--- src/rtl/core/tlb_pkg.sv ---
package tlb_pkg;

  localparam logic [1:0] KIND_RD = 2'd0;
  localparam logic [1:0] KIND_WR = 2'd1;
  localparam logic [1:0] KIND_FL = 2'd2;

  localparam int ADDR_W      = 24;
  localparam int LIM_W       = 25;
  localparam int RESET_PAGES = 16;
  localparam logic [16:0] RESET_LIMIT = 17'h10000;

  typedef struct packed {
    logic [1:0]        kind;
    logic [1:0]        size_code;
    logic [ADDR_W-1:0] addr;
    logic [63:0]       wdata;
    logic              hit;
    logic              in_range;
    logic [63:0]       hits;
    logic [63:0]       misses;
  } op_t;

endpackage

--- src/rtl/core/tlb_ram.sv ---
module tlb_ram #(
  parameter int W = 8,
  parameter int D = 16
) (
  input  logic                 clk,
  input  logic                 we,
  input  logic [$clog2(D)-1:0] waddr,
  input  logic [W-1:0]         wdata,
  input  logic [$clog2(D)-1:0] raddr,
  output logic [W-1:0]         rdata
);

  logic [W-1:0] mem [D];

  always_ff @(posedge clk) begin
    if (we) begin
      mem[waddr] <= wdata;
    end
    rdata <= mem[raddr];
  end

endmodule

--- src/rtl/core/tlb_front.sv ---
module tlb_front import tlb_pkg::*; #(
  parameter int PAGE_BITS   = 12,
  parameter int TLB_ENTRIES = 64,
  parameter int RAM_BYTES   = 65536
) (
  input  logic        clk,
  input  logic        rst_n,
  input  logic        in_valid,
  output logic        in_ready,
  input  logic [1:0]  in_kind,
  input  logic [1:0]  in_size_code,
  input  logic [63:0] in_address,
  input  logic [63:0] in_write_data,
  input  logic [16:0] ram_limit,
  input  logic        blocked,
  input  logic        q_full,
  output logic        push,
  output op_t         push_op
);

  localparam int SB    = $clog2(TLB_ENTRIES);
  localparam int TAG_W = 64 - PAGE_BITS;
  localparam logic ST_IDLE = 1'b0;
  localparam logic ST_LOOK = 1'b1;

  logic                   state_r;
  logic [1:0]             kind_r;
  logic [1:0]             size_r;
  logic [63:0]            addr_r;
  logic [63:0]            wdata_r;
  logic [TLB_ENTRIES-1:0] valid_r;
  logic [TLB_ENTRIES-1:0] wr_r;
  logic [63:0]            hits_r;
  logic [63:0]            misses_r;

  logic [TAG_W-1:0] vpn;
  logic [SB-1:0]    slot;
  logic [SB-1:0]    in_slot;
  logic [SB-1:0]    tag_raddr;
  logic [TAG_W-1:0] tag_q;
  logic [TAG_W-1:0] rtag;
  logic             hit;
  logic             is_acc;
  logic             go;
  logic             tag_we;
  logic [3:0]       nm1;
  logic [LIM_W-1:0] last;
  logic [LIM_W-1:0] lim;
  logic [LIM_W-1:0] eff;
  logic             inr;

  assign in_ready  = (state_r == ST_IDLE) && !blocked && !q_full;
  assign in_slot   = in_address[PAGE_BITS +: SB];
  assign vpn       = addr_r[63:PAGE_BITS];
  assign slot      = vpn[SB-1:0];
  assign tag_raddr = (state_r == ST_IDLE) ? in_slot : slot;
  assign rtag      = wr_r[slot] ? tag_q : TAG_W'(slot);
  assign is_acc    = (kind_r == KIND_RD) || (kind_r == KIND_WR);
  assign hit       = is_acc && valid_r[slot] && (rtag == vpn);
  assign go        = (state_r == ST_LOOK) && !q_full;
  assign tag_we    = go && is_acc && !hit;
  assign nm1       = (4'd1 << size_r) - 4'd1;
  assign last      = {1'b0, addr_r[ADDR_W-1:0]} + LIM_W'(nm1);
  assign lim       = LIM_W'(ram_limit);
  assign eff       = (lim > LIM_W'(RAM_BYTES)) ? LIM_W'(RAM_BYTES) : lim;
  assign inr       = is_acc && (addr_r[63:ADDR_W] == '0) && (last < eff);
  assign push      = go;

  always_comb begin
    push_op           = '0;
    push_op.kind      = kind_r;
    push_op.size_code = size_r;
    push_op.addr      = addr_r[ADDR_W-1:0];
    push_op.wdata     = wdata_r;
    push_op.hit       = hit;
    push_op.in_range  = inr;
    push_op.hits      = (is_acc && hit) ? hits_r + 64'd1 : hits_r;
    push_op.misses    = (is_acc && !hit) ? misses_r + 64'd1 : misses_r;
  end

  tlb_ram #(.W(TAG_W), .D(TLB_ENTRIES)) u_tag (
    .clk   (clk),
    .we    (tag_we),
    .waddr (slot),
    .wdata (vpn),
    .raddr (tag_raddr),
    .rdata (tag_q)
  );

  always_ff @(posedge clk) begin
    if (!rst_n) begin
      state_r  <= ST_IDLE;
      valid_r  <= {{(TLB_ENTRIES-RESET_PAGES){1'b0}}, {RESET_PAGES{1'b1}}};
      wr_r     <= '0;
      hits_r   <= '0;
      misses_r <= '0;
    end else begin
      if (in_valid && in_ready) begin
        state_r <= ST_LOOK;
      end else if (go) begin
        state_r <= ST_IDLE;
      end
      if (go) begin
        hits_r   <= push_op.hits;
        misses_r <= push_op.misses;
        if (kind_r == KIND_FL) begin
          valid_r <= '0;
        end else if (tag_we) begin
          valid_r[slot] <= 1'b1;
          wr_r[slot]    <= 1'b1;
        end
      end
    end
  end

  always_ff @(posedge clk) begin
    if (in_valid && in_ready) begin
      kind_r  <= in_kind;
      size_r  <= in_size_code;
      addr_r  <= in_address;
      wdata_r <= in_write_data;
    end
  end

`ifndef SYNTHESIS
  a_one_count: assert property (@(posedge clk) disable iff (!rst_n)
    go |=> ($countones({hits_r != $past(hits_r), misses_r != $past(misses_r)})
            == ($past(is_acc) ? 1 : 0))) else $error("counter update mismatch");
  a_push_idle: assert property (@(posedge clk) disable iff (!rst_n)
    push |=> state_r == ST_IDLE) else $error("front not idle after push");
  a_miss_fill: assert property (@(posedge clk) disable iff (!rst_n)
    tag_we |=> valid_r[$past(slot)]) else $error("miss did not fill entry");
`endif

endmodule

--- config.mk ---
export PLATFORM = sky130hd
export DESIGN_NAME = tlb_front
export DESIGN_NICKNAME = d
export VERILOG_FILES = /design/src/rtl/core/tlb_pkg.sv /design/src/rtl/core/tlb_ram.sv /design/src/rtl/core/tlb_front.sv
export SDC_FILE = /design/constraint.sdc
export NUM_CORES = 2
export LEC_CHECK = 0
export ABC_AREA = 1
export BUFFER_PORTS_ARGS = -buffer_cell sky130_fd_sc_hd__buf_4
export CAP_MARGIN = 40
export CORE_UTILIZATION = 30
export DETAILED_ROUTE_END_ITERATION = 10
export PLACE_DENSITY = 0.55
export SLEW_MARGIN = 40
export SYNTH_ARGS = -nofsm -noshare
export SYNTH_HDL_FRONTEND = slang
export SYNTH_SLANG_ARGS = --single-unit
--- constraint.sdc ---
create_clock -name clk -period 27.2 [get_ports clk]
set_input_delay 5.44 -clock clk [delete_from_list [all_inputs] [get_ports clk]]
set_output_delay 5.44 -clock clk [all_outputs]
set_load 0.02 [all_outputs]
# Word-level counts from Yosys, hierarchy flattened
# Memories as Yosys holds them, arrays and structs flattened. A register that Yosys moved wholly into a read port is not among the register bits.
# Index checks and enable logic that the tools add are counted.
dict set report word_totals {
  reg_bits 389
  ramBits 3328
  in_bits 154
  output_inout_bits 224
  elab_cells 66
  memories 1
}
dict set report classes {
  addsub 4
  n_lt_le_gt_ge 4
  n_eq_ne 3
  n_shift 1
  muxes 17
  n_bitwise 4
  n_reduce_logical 23
}
# name words width rd rd_ports_with_merged_regs write_ports line_no
set mem_list {}
lappend mem_list {u_tag.mem 64 52 1 1 1 tlb_ram.sv:13} ;# logic [W-1:0] mem [D];
# op count
set op_table {}
lappend op_table {{2-to-1 mux 64 bit} 4}
lappend op_table {{adder 64 x 1 -> 64 bit (second input constant)} 2}
lappend op_table {{OR 64 bit} 2}
lappend op_table {{== test 52 bit} 1}
lappend op_table {{2-to-1 mux 52 bit} 1}
lappend op_table {{logical NOT 40 bit} 1}
lappend op_table {{adder 24 x 4 -> 25 bit} 1}
lappend op_table {{less-than comparator 25 x 17 -> 1 bit} 1}
lappend op_table {{> comparator 17 bit (second input constant)} 1}
lappend op_table {{2-to-1 mux 17 bit} 1}
lappend op_table {{logical AND 1 bit} 13}
lappend op_table {{binary-select mux 1 bit (select 6 bit)} 2}
lappend op_table {{less-than comparator 6 x 7 -> 1 bit (second input constant)} 1}
lappend op_table {{2-to-1 mux 1 bit} 7}
lappend op_table {{demux 1 bit (select 6 bit)} 1}
lappend op_table {{>= comparator 6 x 1 -> 1 bit (second input constant)} 1}
lappend op_table {{2-to-1 mux 6 bit} 1}
lappend op_table {{nonzero test 2 bit} 2}
lappend op_table {{left shift 1 x 2 -> 4 bit (first input constant)} 1}
lappend op_table {{subtractor 4 x 1 -> 4 bit (second input constant)} 1}
lappend op_table {{logical NOT 1 bit} 3}
lappend op_table {{AND reduction 3 bit} 1}
lappend op_table {{== test 2 x 1 -> 1 bit (second input constant)} 1}
lappend op_table {{== test 2 bit (second input constant)} 1}
lappend op_table {{other kinds (4)} 5}

# Longest topological paths before layout
dict set report logic_depth {
  depth_word 9
  mapped_depth 27
  ltp_nobuf 23
}

# Cells and area by module
# From an unflattened synthesis, not the netlist that was laid out.
dict set report unflattened {
  cells_unflattened 14412
  area_unflattened_um2 157643.7
}
# module instances cells_each area_per_inst_um2 seq_area_each_um2
set by_module_without_submodules {}
lappend by_module_without_submodules {tlb_ram 1 10944 134271.3 100976.8}
lappend by_module_without_submodules {tlb_front 1 3468 23372.4 9108.7}

# Least setup slack after synthesis
# OpenSTA, ideal clock, no wires.
dict set report synth_timing {
  kind {input -> output}
  from {input ram_limit[8]}
  to {output push_op[128] (netlist name)}
  arrival_ns 7.648
  required_time_ns 21.760
  setup_slack_ns 14.112
  path_stages 14
  path_buffers 2
  cell_sequence {nor4_1 > a41oi_1 > inv_1 > clkbuf_1 > nand2_1 > ha_1 > nand2_1 > inv_1 > a2111oi_0 > o211ai_1 > nor3_1 > nand3b_1 > nor2_1 > buf_4}
}
dict set report synth_via {
  elab_chain_len 4
}
# element line_no
set synth_rtl {}
lappend synth_rtl {{from (decl)} tlb_front.sv:14} ;# input logic [16:0] ram_limit,
lappend synth_rtl {{> comparator 17 bit} tlb_front.sv:65} ;# assign eff = (lim > LIM_W'(RAM_BYTES)) ? LIM_W'(RAM_BYTES) : lim;
lappend synth_rtl {{2-to-1 mux 17 bit *} tlb_front.sv:65}
lappend synth_rtl {{less-than comparator 25 x 17 -> 1 bit *} tlb_front.sv:66} ;# assign inr = is_acc && (addr_r[63:ADDR_W] == '0) && (last < eff);
lappend synth_rtl {{logical AND 1 bit *} tlb_front.sv:66}
lappend synth_rtl {{to (decl)} tlb_front.sv:18} ;# output op_t push_op
# Mark *: on every way between the ends. The rest lies on a longest branch, timed or not.

==> flow_summary_export.csv <==
group,metric,value,unit
outcome,outcome,"finished clean",
yosys,synthFlopType,"edfxtp_1",
sta,period_needed,13600,ps
yosys,netlist.area_leader.share,67.82,%
floorplan,die_area,513500,sq um
power,p_leak,0.05760,uW
floorplan,rows,262,
run,cap_violations,0,
final_layout,final_cell_area,176600,sq um
yosys,synthArstFlopShare,0,%
setup_path,critical_path_class,"in2out",
yosys,synthTopCellsByArea,"edfxtp_1 (68%), o21ai_0 (7.0%), nor2_1 (5.9%), dfxtp_1 (4.0%), o22ai_1 (3.4%)",
drt,antenna_left,0,
clock_tree,clock_latency,1030,ps
clock_tree,cts-resized-gates,0,
sta,maxSlewHeadroom,34.50,%
yosys,ys_ff_latch,3769,
placed_design,post_dp_cell_area,164200,sq um
clock_tree,clk_pin_slew,60,ps
sta,hold_violations,0,
grt,grt_pass1_vias,100000,
floorplan,io_pins,378,
clock_tree,numCtsBuffers,386,
final_layout,drive_gt1_share,9.804,%
yosys,yosysUniqueCellTypes,49,
setup_path,cp-start-kind,"input pin",
yosys,syn_area_per_cell,11.78,sq um
sta,rsz0062_at_grt,"false",
grt,grt_max_degree,185,
yosys,yosys_warnings,0,
clock_tree,h-tree-depth,5,
floorplan,core,508800,sq um
drt,vias,108900,
grt,grt_usage,19.83,%
floorplan,die_y,716.6,um
sta,final-setup-viol-count,0,
final_layout,nFillCells,49950,
yosys,ys_seq_area_share,71.86,%
clock_tree,clock_path_buffers,4,
grt,grt_pass1_wl,743100,um
setup_path,critPathArrivalTime,8160,ps
power,p_per_area,70.25,nW/um^2
sta,fin_worst_skew,90.54,ps
setup_path,cp-end-kind,"output pin",
sta,fmax,73.51,MHz
sta,max_slew.worst_pin.slew,982.5,ps
placed_design,gp_congestion,0.8849,
yosys,syn_nets,13180,
clock_tree,cts_tree,"done",
setup_path,required,21760,ps
grt,grt-ovfl-total,0,
clock_tree,cts_root_buffer,"clkbuf_16",
worst_hold_path,hold_class,"reg2reg",
yosys,yosys.area.top_type,"edfxtp_1",
final_layout,final_core_util,34.71,%
floorplan,die_x,716.6,um
yosys,netlist_area,153200,sq um
final_layout,multiInputGateArea,37950,sq um
final_layout,seqCellArea,110100,sq um
drt,firstDrtPassIters,6,
clock_tree,clock_sinks,3769,
drt,totalWireLength,532900,um
power,peakVddDrop,0.06531,mV
final_layout,area_growth,15.28,%
final_layout,fin_nets,13380,
yosys,synth_edf_count,3460,
drt,wl_per_cell,26.31,um
placed_design,port_buffers,377,
placed_design,dpl.hpwl,283800,um
yosys,synthTopCellsByCount,"edfxtp_1 (3,460), nor2_1 (2,388), o21ai_0 (2,138), nand2_1 (1,140), o22ai_1 (826)",
yosys,yosysMostFrequentCell,"edfxtp_1",
sta,period_share,50.01,%
setup_path,crit_path_max_fanout,16,
grt,antenna_found_initial,28,
sta,slew_viol_final,0,
drt,viasPerCell,5.376,
yosys,syn-instance-count,13000,
drt,drt_iter0_drc,14200,
clock_tree,post_cts_buffers,0,
sta,setup_tns,0,ps
floorplan,start_util,30.11,%
clock_tree,hold_buffers,0,
drt,drcViolationCount,0,
## cell type report
class                   instances  share of cell area, %
repair buffers                688                  3.264
flip-flops and latches       3769                  62.34
clock inverters               181                 0.9487
multi-input cells            7818                  21.49
clock buffers                 524                  5.975
well taps                    6732                  4.770
inverters                     535                  1.207
diodes                          7               0.009919
## report_power, final
| part | internal [uW] | switching (uW) | total, uW | leakage (uW) |
|---|---|---|---|---|
| Combinational | 225 | 614 | 839 | 0.0181 |
| Sequential | 6300 | 38.5 | 6340 | 0.0336 |
| Clock | 2910 | 2320 | 5230 | 0.00592 |
| Total | 9440 | 2970 | 12400 | 0.0576 |
## final timing paths
kind	from	to	slack, ps	cells past startpoint
worst max-delay path	ram_limit[12]	push_op[128]	13600	14
worst min-delay path	valid_r[31]	valid_r[31]	450	2
worst max register to register	addr_r[14]	u_tag.mem[0][29]	18350	26
worst min register to register	valid_r[31]	valid_r[31]	450	2
## flip-flops by register name (all words and copies together) (netlist names)
signal       count
wr_r            64
misses_r        64
addr_r          64
u_tag.rdata     52
valid_r         64
wdata_r         64
kind_r           2
hits_r          64
state_r          1
u_tag.mem     3328
size_r           2
## worst max-delay path: stages
cell and delay [ps]:
buf_4 120, nor4_1 310, a41oi_1 150, inv_1 340, nand2_1 120, ha_1 310, nand2_1 60, inv_1 60
a2111oi_0 420, o211ai_1 190, nor3_1 170, nand3b_1 90, nor2_1 190, buf_4 180
## metal layers
layer	vias to the layer above	share of wire [%]	global-route usage (%)
li1	47700	-	-
met1	54830	41	27.26
met2	5335	45	30.97
met3	1013	9.7	3.567
met4	10	4.4	8.129
met5	-	0.013	0
## kinds of logic after synthesis
logic type,share of synthesized area (%)
flops,71.86
simple gates,11.07
compound gates,12.65
xor+xnor,0.5832
fa+ha+maj,0.1928
buf+inv,3.642
other cells,0.002448
## cell usage in the layout (no fill, tap or decap), types with 24 or more instances in the layout
| master | count |
|---|---|
| clkinv_2 | 40 |
| o22ai_1 | 826 |
| clkbuf_16 | 390 |
| nor4_1 | 47 |
| nor3_1 | 65 |
| nand3_1 | 425 |
| nor2_4 | 47 |
| buf_6 | 37 |
| clkbuf_8 | 31 |
| dfxtp_1 | 309 |
| o21ai_1 | 24 |
| o221ai_1 | 204 |
| a21oi_1 | 236 |
| clkinv_1 | 78 |
| nor2_1 | 2341 |
| o21ai_0 | 2136 |
| nand4_1 | 89 |
| buf_4 | 617 |
| nand3b_1 | 28 |
| nand2_1 | 1140 |
| clkbuf_1 | 104 |
| xor2_1 | 94 |
| edfxtp_1 | 3460 |
| buf_12 | 24 |
| inv_1 | 494 |
## through the flow
| stage | cells | hold slack [ps] | total power [uW] | setup WS (ps) |
|---|---|---|---|---|
| floorplan | 13000 | 427.3 | 6954 | 14110 |
| global placement | 19520 | 437.9 | 7285 | 13310 |
| detailed placement | 19540 | 441.0 | 7287 | 13580 |
| CTS | 20240 | 450.3 | 12450 | 13560 |
| global route | 20250 | 461.1 | 12760 | 13210 |
| finish | 20250 | 451.3 | 12410 | 13600 |
Note: power is estimated with default switching activity, not from simulation.
