<file path="src/rtl/core/tlb_pkg.sv">
package tlb_pkg;

  localparam logic [1:0] KIND_RD = 2'd0;
  localparam logic [1:0] KIND_WR = 2'd1;
  localparam logic [1:0] KIND_FL = 2'd2;

  localparam int ADDR_W      = 24;
  localparam int LIM_W       = 25;
  localparam int RESET_PAGES = 16;
  localparam logic [16:0] RESET_LIMIT = 17'h10000;

  typedef struct packed {
    logic [1:0]        kind;
    logic [1:0]        size_code;
    logic [ADDR_W-1:0] addr;
    logic [63:0]       wdata;
    logic              hit;
    logic              in_range;
    logic [63:0]       hits;
    logic [63:0]       misses;
  } op_t;

endpackage

</file>
<file path="src/rtl/core/tlb_queue.sv">
module tlb_queue import tlb_pkg::*; (
  input  logic clk,
  input  logic rst_n,
  input  logic push,
  input  op_t  push_op,
  input  logic pop,
  output op_t  head,
  output logic full,
  output logic empty
);

  op_t        ent_r [2];
  logic [1:0] count_r;
  logic       wp_r;
  logic       rp_r;

  assign full  = (count_r == 2'd2);
  assign empty = (count_r == 2'd0);
  assign head  = ent_r[rp_r];

  always_ff @(posedge clk) begin
    if (!rst_n) begin
      count_r <= 2'd0;
      wp_r    <= 1'b0;
      rp_r    <= 1'b0;
    end else begin
      if (push) begin
        wp_r <= ~wp_r;
      end
      if (pop) begin
        rp_r <= ~rp_r;
      end
      if (push && !pop) begin
        count_r <= count_r + 2'd1;
      end else if (pop && !push) begin
        count_r <= count_r - 2'd1;
      end
    end
  end

  always_ff @(posedge clk) begin
    if (push) begin
      ent_r[wp_r] <= push_op;
    end
  end

`ifndef SYNTHESIS
  a_no_overflow: assert property (@(posedge clk) disable iff (!rst_n)
    full |-> !push || pop) else $error("queue pushed while full");
  a_no_underflow: assert property (@(posedge clk) disable iff (!rst_n)
    empty |-> !pop) else $error("queue popped while empty");
  a_count_bound: assert property (@(posedge clk) disable iff (!rst_n)
    count_r != 2'd3) else $error("queue count out of bounds");
`endif

endmodule

</file>
<file path="config.mk">
export PLATFORM = sky130hd
export DESIGN_NAME = tlb_queue
export DESIGN_NICKNAME = d
export VERILOG_FILES = /design/src/rtl/core/tlb_pkg.sv /design/src/rtl/core/tlb_queue.sv
export SDC_FILE = /design/constraint.sdc
export NUM_CORES = 1
export LEC_CHECK = 0
export BUFFER_PORTS_ARGS = -buffer_cell sky130_fd_sc_hd__buf_4
export CAP_MARGIN = 20
export CORE_UTILIZATION = 39
export CTS_CLUSTER_DIAMETER = 40
export DETAILED_ROUTE_END_ITERATION = 7
export SKIP_LAST_GASP = 1
export SYNTH_ARGS = -nofsm -noshare
export SYNTH_HDL_FRONTEND = slang
export SYNTH_SLANG_ARGS = --single-unit
export TNS_END_PERCENT = 20
</file>
<file path="constraint.sdc">
create_clock -name clk -period 14.97 [get_ports clk]
set_input_delay 0.7485 -clock clk [delete_from_list [all_inputs] [get_ports clk]]
set_output_delay 0.7485 -clock clk [all_outputs]
set_load 0.01 [all_outputs]
</file>
== Word-level counts from Yosys, hierarchy flattened ==
Memories as Yosys holds them, arrays and structs flattened. A register that Yosys moved wholly into a read port is not among the register bits.
Cells that the tools add are included.
W data, S select, Z words.
Cells by class
  div/mod/pow operators: 0
  $mul: 0
  magnitude comparators: 0
  add/subtract/negate cells: 2
  bitwise operators: 2
  shift-type cells: 0
  reduce and logical (&&, ||, !) cells: 6
  multiplexer cells: 6
  eq/ne operators: 1
Operators by type and width (count)
  $mux W1: 4
  $mux W2: 2
  $add A2 B1 Y2 const B: 1
  $eq A2 B2 Y1 const B: 1
  $logic_and A1 B1 Y1: 2
  $logic_not A1 Y1: 2
  $logic_not A2 Y1: 1
  $not A1 Y1: 2
  $reduce_bool A2 Y1: 1
  $sub A2 B1 Y2 const B: 1
Word-level totals
  memories kept: 1
  latch bits: 0
  memory bits (read-only): 0
  RAM bits: 444
  output and inout port bits: 224
  logic and storage cells: 21
  input port bits: 226
  flip-flop bits (word level): 4
Memories
  ent_r: words 2, bits a word 222, read ports 1, clocked after Yosys merged registers in 1, wr ports 1, line tlb_queue.sv:12  | op_t ent_r [2];

== Logic depth before layout (Yosys ltp) ==
Gate-level depths: netlist (run 1).
  depth after elaboration: 4
  gate-level depth with buffers: 5
  gate-level depth less buffers: 5

== Least setup slack after synthesis (run 1) ==
OpenSTA, ideal clock, no wires.
  kind: input to register
  start point: input push
  end point: register wp_r
  stages on the path: 2
  data required time: 14.866 ns
  slack: 3.766 ns
  arrival: 11.101 ns
  path buffers: 0
  setup time: 0.104 ns
  cell sequence: nor2b_1 > o21a_1
RTL lines
  from (decl): line tlb_queue.sv:4  | input logic push,
  to (signal assigned): line tlb_queue.sv:28  | wp_r <= ~wp_r;
  to (decl): line tlb_queue.sv:14  | logic wp_r;

==> results.json, run 1 <==
{
  "postCtsSetupBuffers": 0,
  "post_synth_most_frequent_cells": "sky130_fd_sc_hd__edfxtp_1 (444), sky130_fd_sc_hd__mux2_4 (180), sky130_fd_sc_hd__mux2_2 (42)",
  "port_buffers": 449,
  "netlist_area_um2": 17000,
  "timing.critical_path.to_type": "output port",
  "clk_path_buf_depth": 3,
  "cts_inserted_buffers": 61,
  "global_route_wire_length_before_repair_um": 53200,
  "synth_top_cells_by_area": "sky130_fd_sc_hd__edfxtp_1 (78%), sky130_fd_sc_hd__mux2_4 (16%), sky130_fd_sc_hd__mux2_2 (2.8%)",
  "final_nets": 1433,
  "syn_inst": 713,
  "slew_violations": 0,
  "finClkSkew_ns": 0.0177,
  "max_slew.worst_pin.slew_ns": 1.05,
  "die_height_um": 211,
  "holdBufCountCts": 0,
  "die_x_um": 211,
  "cp_top_family": "buffers and inverters",
  "ys_ff_latch": 449,
  "async_flop_share": 0,
  "timing.slew.headroom": 0.297,
  "cts_tree": "built",
  "maximum_number_of_pins_on_one_net_before_global_route_repair": 159,
  "via_count": 8397,
  "reg2reg_depth": 3,
  "cts.repair.resized": 0,
  "total_count_of_hold_check_failures_in_the_final_report": 0,
  "critical_path.cell_chain": "buf_4 -> mux2_2 -> buf_4",
  "clkLatencyLatePin_ns": 0.60,
  "ff_to_ff_start": "wp_r",
  "wp_data_arrival_ns": 3.15,
  "setup_violations": 0,
  "clock_transition_at_the_registers_of_the_reported_paths_ns": 0.06,
  "grt_pass1_vias": 8863,
  "ys.flop_type": "sky130_fd_sc_hd__edfxtp_1",
  "worstSetupPathType": "flop to output port",
  "clock-sinks": 449,
  "detail_route.wl_per_cell_um": 20.1,
  "final_util": 0.536,
  "synth_largest_area_cell": "sky130_fd_sc_hd__edfxtp_1",
  "reg2reg_to": "ent_r[1][197]",
  "drive_gt1_frac": 0.626,
  "hold-path-endpoint": "ent_r[1][18]",
  "fin_setup_tns_ns": 0,
  "drc": 0,
  "final_routed_wirelength_um": 37100,
  "holdCritPathClass": "primary input to flop",
  "synth.net_count": 940,
  "synth.avg_cell_area_um2": 23.9,
  "gpl.final_weighted_congestion": 0.736,
  "whs_path_depth": 1,
  "highest_fanout_seen_on_the_critical_path": 59,
  "rsz_0062_raised_after_global_routing": "false",
  "type_of_origin_of_the_critical_path": "flop",
  "post_detailed_placement_half_perimeter_wirelength_um": 24800,
  "cts_root_buffer": "sky130_fd_sc_hd__clkbuf_16",
  "max_cap_viol_count": 0,
  "core_um2": 43100,
  "status": "finished, final reports clean",
  "cp_data_required_time_ns": 14.22,
  "sequential_cell_area_fraction_in_the_yosys_report": 0.789,
  "syn_to_final_growth_pct": 35.5,
  "met2_wirelength_um": 18100,
  "layout_min_cycle_time_ns": 3.90,
  "power.density_cell_area_nw_per_um2": 145,
  "reg2reg_setup_slack_ns": 12.03,
  "ioPinCount": 450,
  "cp.buffers_inverters": 2,
  "ant_nets": 0,
  "grtUsageTotal": 0.162,
  "yosysUniqueCellTypes": 19,
  "wl_met1_um": 14000,
  "synth-warning-count": 0,
  "number_of_synthesized_flops_with_an_enable_pin": 444,
  "slowest_stage": "sky130_fd_sc_hd__dfxtp_4",
  "worst_ir_drop_vdd_v": 0.0000981,
  "timing.fmax_mhz": 256,
  "timing.critical_path.slowest_cell_delay_ns": 0.99,
  "antenna_found_initial": 3,
  "routed_via_density": 4.56,
  "globalRouteOverflowTotal": 0,
  "cts_htree_levels": 2,
  "hold_path_startpoint": "push_op[18]",
  "post-synth-top-count-cell": "sky130_fd_sc_hd__edfxtp_1",
  "floorplan.die_area_um2": 44500,
  "drt_first_pass_iters": 4,
  "min_period_over_period": 0.260,
  "top_signal_layer_used": "met5",
  "detailroute.wirelength.met3_um": 3800,
  "effective_utilization_at_floorplan": 0.395,
  "cp_most_frequent_cell": "sky130_fd_sc_hd__buf_4",
  "core.rowCount": 76,
  "drt_iter0_markers": 429,
  "synthDominantCellAreaShare": 0.783,
  "cellLeakagePower_nw": 9.00
}
power breakdown:
| part | leakage, nW | total (mW) | internal (mW) | switching [mW] |
|---|---|---|---|---|
| logic | 3.76 | 0.367 | 0.209 | 0.157 |
| clock network | 1.03 | 1.49 | 0.947 | 0.547 |
| registers | 4.21 | 1.48 | 1.46 | 0.0235 |
worst register-to-register path, stage by stage, from the launching register on:
cell and delay [ns]:
sky130_fd_sc_hd__dfxtp_1 0.39, sky130_fd_sc_hd__and2_4 0.55, sky130_fd_sc_hd__buf_12 0.56, sky130_fd_sc_hd__buf_4 1.01
per-layer routing:
| layer | vias up | global-route usage |
|---|---|---|
| met4 | 4 | 0.0707 |
| met1 | 4150 | 0.183 |
| li1 | 3852 | - |
| met3 | 71 | 0.0715 |
| met5 | - | 0 |
| met2 | 320 | 0.264 |
worst max path at each step:
stage,depth (start not counted),slack (ns),end,startpoint
4_1_cts,3,10.95,head[18],flop
5_1_grt,3,10.88,head[18],flop
6_report,3,11.07,head[18],flop
3_5_place_dp,4,11.58,ent_r[1][120],push
3_3_place_gp,4,11.58,ent_r[1][121],push
2_1_floorplan,2,3.77,wp_r,push
cells in the final DEF (no fill, tap or decap), types with 2 or more instances in the layout:
cell type,instances
sky130_fd_sc_hd__buf_4,452
sky130_fd_sc_hd__edfxtp_1,444
sky130_fd_sc_hd__mux2_4,180
sky130_fd_sc_hd__clkbuf_16,61
sky130_fd_sc_hd__mux2_2,42
sky130_fd_sc_hd__bufinv_16,11
sky130_fd_sc_hd__inv_6,9
sky130_fd_sc_hd__clkinv_4,9
sky130_fd_sc_hd__clkinvlp_4,8
sky130_fd_sc_hd__clkinv_2,6
sky130_fd_sc_hd__clkbuf_1,5
sky130_fd_sc_hd__dfxtp_1,4
sky130_fd_sc_hd__and2_1,3
sky130_fd_sc_hd__buf_12,3
sky130_fd_sc_hd__xor2_1,2
sky130_fd_sc_hd__nor2b_1,2
sky130_fd_sc_hd__inv_8,2
sky130_fd_sc_hd__clkinv_1,2
per-stage QoR:
stage               hold slack (ns)  instances  area, um2  setup slack (ns)  power [mW]
finish                        0.328       1842      23100             11.07        3.34
global route                  0.294       1842      23100             10.88        3.46
detailed placement            0.508       1728      20900             11.58        1.88
CTS                           0.284       1841      23100             10.95        3.39
global placement              0.490       1728      20900             11.58        1.87
floorplan                     0.473        713      17000              3.77        1.71
kinds of logic after synthesis:
group / Yosys count / synth area share
flops: 449 / 0.789
compound gates: 3 / 0.00118
simple gates: 9 / 0.00316
fa+ha+maj: 1 / 0.000735
buf+inv: 26 / 0.0180
mux: 222 / 0.186
xor+xnor: 3 / 0.00154
registers in the layout, summed over array words and instances, names as in the netlist, named ones only:
register	count
ent_r	444
wp_r	1
count_r	2
rp_r	1
area by class of cell:
type / count / area [um2]
antenna: 1 / 2.50
clock buffer: 66 / 1550
clock inverter: 47 / 608
fill: 3450 / 20000
inverter: 1 / 3.75
multi-input combinational: 238 / 3300
sequential: 449 / 13400
tap: 585 / 732
timing repair buffer: 455 / 3450
Power figures use the tool's default switching activity.
==> run 2: changes to the inputs <==
clock period = 3.5 ns   (was 14.97 ns; I/O delays follow)
==> run 2 against run 1 <==
  * Hold slack got worse by 0.22 ns
  * Die area unchanged
  * Core utilization rose by 5.4 points
  * Critical endpoint unchanged
  * Routed wire length increased by 2.5%
  * Via count grew 12%
  * Clock power rose to 4.1 times the previous value
  * Clock skew fell by 0.0021 ns
  * Cell area up 10%
  * Largest power group is now registers
  * First-iteration DRC count fell by 15%
==> results.json, run 2 (synthesized netlist as in run 1, its figures left out) <==
{
  "holdBufCountCts": 225,
  "maximum_number_of_pins_on_one_net_before_global_route_repair": 85,
  "gpl.final_weighted_congestion": 0.717,
  "cts_tree": "built",
  "core_um2": 43100,
  "max_slew.worst_pin.slew_ns": 0.951,
  "type_of_origin_of_the_critical_path": "flop",
  "stdcell_area_um2": 25400,
  "layoutNonFillerInstCount": 2085,
  "cellLeakagePower_nw": 10.0,
  "routed_via_density": 4.50,
  "netSwitchingPower_mw": 3.13,
  "placement.cell_area_um2": 21100,
  "antenna_found_initial": 1,
  "largest-register": "ent_r",
  "postCtsSetupBuffers": 0,
  "via_count": 9390,
  "total_count_of_hold_check_failures_in_the_final_report": 0,
  "detail_route.wl_per_cell_um": 18.2,
  "cts_htree_levels": 2,
  "syn_to_final_growth_pct": 49.3,
  "clkLatencyLatePin_ns": 0.59,
  "port_buffers": 449,
  "drc": 0,
  "cts_root_buffer": "sky130_fd_sc_hd__clkbuf_16",
  "clock_transition_at_the_registers_of_the_reported_paths_ns": 0.05,
  "cts.repair.resized": 0,
  "worst_ir_drop_vdd_v": 0.000590,
  "floorplan.die_area_um2": 44500,
  "final.setup.worst_slack_ns": 0.884,
  "final_routed_wirelength_um": 38000,
  "power_switching_share": 0.220,
  "core.rowCount": 76,
  "effective_utilization_at_floorplan": 0.395,
  "drt_iter0_markers": 365,
  "cp_data_required_time_ns": 3.32,
  "wp_data_arrival_ns": 2.44,
  "rsz_0062_raised_after_global_routing": "false",
  "grtUsageTotal": 0.167,
  "globalRouteOverflowTotal": 0,
  "dp_slack_ns": 1.47,
  "die_height_um": 211,
  "slew_violations": 0,
  "holdWs_ns": 0.103,
  "timing.fmax_mhz": 382,
  "largest_reg_flops": 444,
  "layout.cells.most_common_list": "sky130_fd_sc_hd__buf_4 (464), sky130_fd_sc_hd__edfxtp_1 (444), sky130_fd_sc_hd__dlygate4sd3_1 (225)",
  "min_period_over_period": 0.747,
  "post_detailed_placement_half_perimeter_wirelength_um": 24600,
  "seq_power_share": 0.443,
  "global_route_wire_length_before_repair_um": 56600,
  "final_nets": 1675,
  "power.internal_mw": 11.1,
  "cts_inserted_buffers": 61,
  "drt_first_pass_iters": 4,
  "most_common_cell_after_layout_fill_and_taps_aside": "sky130_fd_sc_hd__buf_4",
  "layout_min_cycle_time_ns": 2.62,
  "power.share.clock": 0.429,
  "timing.slew.headroom": 0.365,
  "clk_path_buf_depth": 3,
  "grt_pass1_vias": 10100,
  "holdCritPathClass": "primary input to flop",
  "max_cap_viol_count": 0,
  "finClkSkew_ns": 0.0156,
  "setup_violations": 0,
  "die_x_um": 211,
  "highest_fanout_seen_on_the_critical_path": 54,
  "p_comb_frac": 0.129,
  "ioPinCount": 450,
  "ant_nets": 0,
  "drive_gt1_frac": 0.534,
  "power.density_cell_area_nw_per_um2": 561,
  "status": "finished, final reports clean",
  "clock-sinks": 449,
  "timing.critical_path.to_type": "output port",
  "placed_cells": 1745,
  "top_regs": "ent_r (444), count_r (2)",
  "fin_setup_tns_ns": 0,
  "worstSetupPathType": "flop to output port"
}
-- run 2: changes by cell type in the layout (fill, tap and decap cells not counted), moves of 4 or more --
cell,previous run,this run
sky130_fd_sc_hd__buf_4,452,464
sky130_fd_sc_hd__buf_12,3,8
sky130_fd_sc_hd__clkinv_2,6,15
sky130_fd_sc_hd__clkinvlp_4,8,4
sky130_fd_sc_hd__clkinv_1,2,7
sky130_fd_sc_hd__bufinv_16,11,7
sky130_fd_sc_hd__dlygate4sd3_1,0,225
-- run 2: per-stage QoR --
stage          total power [mW]   util
2_1_floorplan              7.28      -
3_3_place_gp               8.03  0.490
3_5_place_dp               8.05  0.490
4_1_cts                    14.4  0.590
5_1_grt                    14.8  0.590
6_report                   14.2  0.590
-- run 2: critical path, stage by stage, from the launching register on --
cell	delay [ns]
sky130_fd_sc_hd__dfxtp_4	0.79
sky130_fd_sc_hd__buf_12	0.45
sky130_fd_sc_hd__mux2_2	0.40
sky130_fd_sc_hd__buf_4	0.15
-- run 2: power groups by stage --
stage	registers, mW	logic [mW]	clock network (mW)
6_report	6.31	1.83	6.11
5_1_grt	6.33	1.94	6.48
3_5_place_dp	6.42	1.63	0
4_1_cts	6.31	1.85	6.25
2_1_floorplan	6.41	0.872	0
3_3_place_gp	6.41	1.62	0
-- run 2: final cells by class --
class	instances	area, um2
diodes	1	2.50
clock buffers	68	1600
clock inverters	46	458
fillers	3225	17700
inverters	1	3.75
multi-input cells	238	3300
flip-flops and latches	449	13400
well taps	585	732
repair buffers	697	5900
-- run 2: per-layer routing --
metal | wire length, um | GRT usage | vias to the layer above | part of all wire
met5 | 0 | 0 | - | 0
met4 | 848 | 0.0617 | 0 | 0.022
met3 | 3070 | 0.0574 | 55 | 0.081
met2 | 19100 | 0.286 | 317 | 0.50
met1 | 14900 | 0.194 | 4683 | 0.39
li1 | - | - | 4335 | -
-- run 2: final timing paths --
kind                   start          to  slack [ns]  depth (start not counted)
hold reg to reg   count_r[1]  count_r[1]        0.53                          2
setup reg to reg        wp_r        wp_r        1.16                          4
hold / removal          push  count_r[1]        0.10                          4
setup / recovery        flop    head[18]        0.88                          3
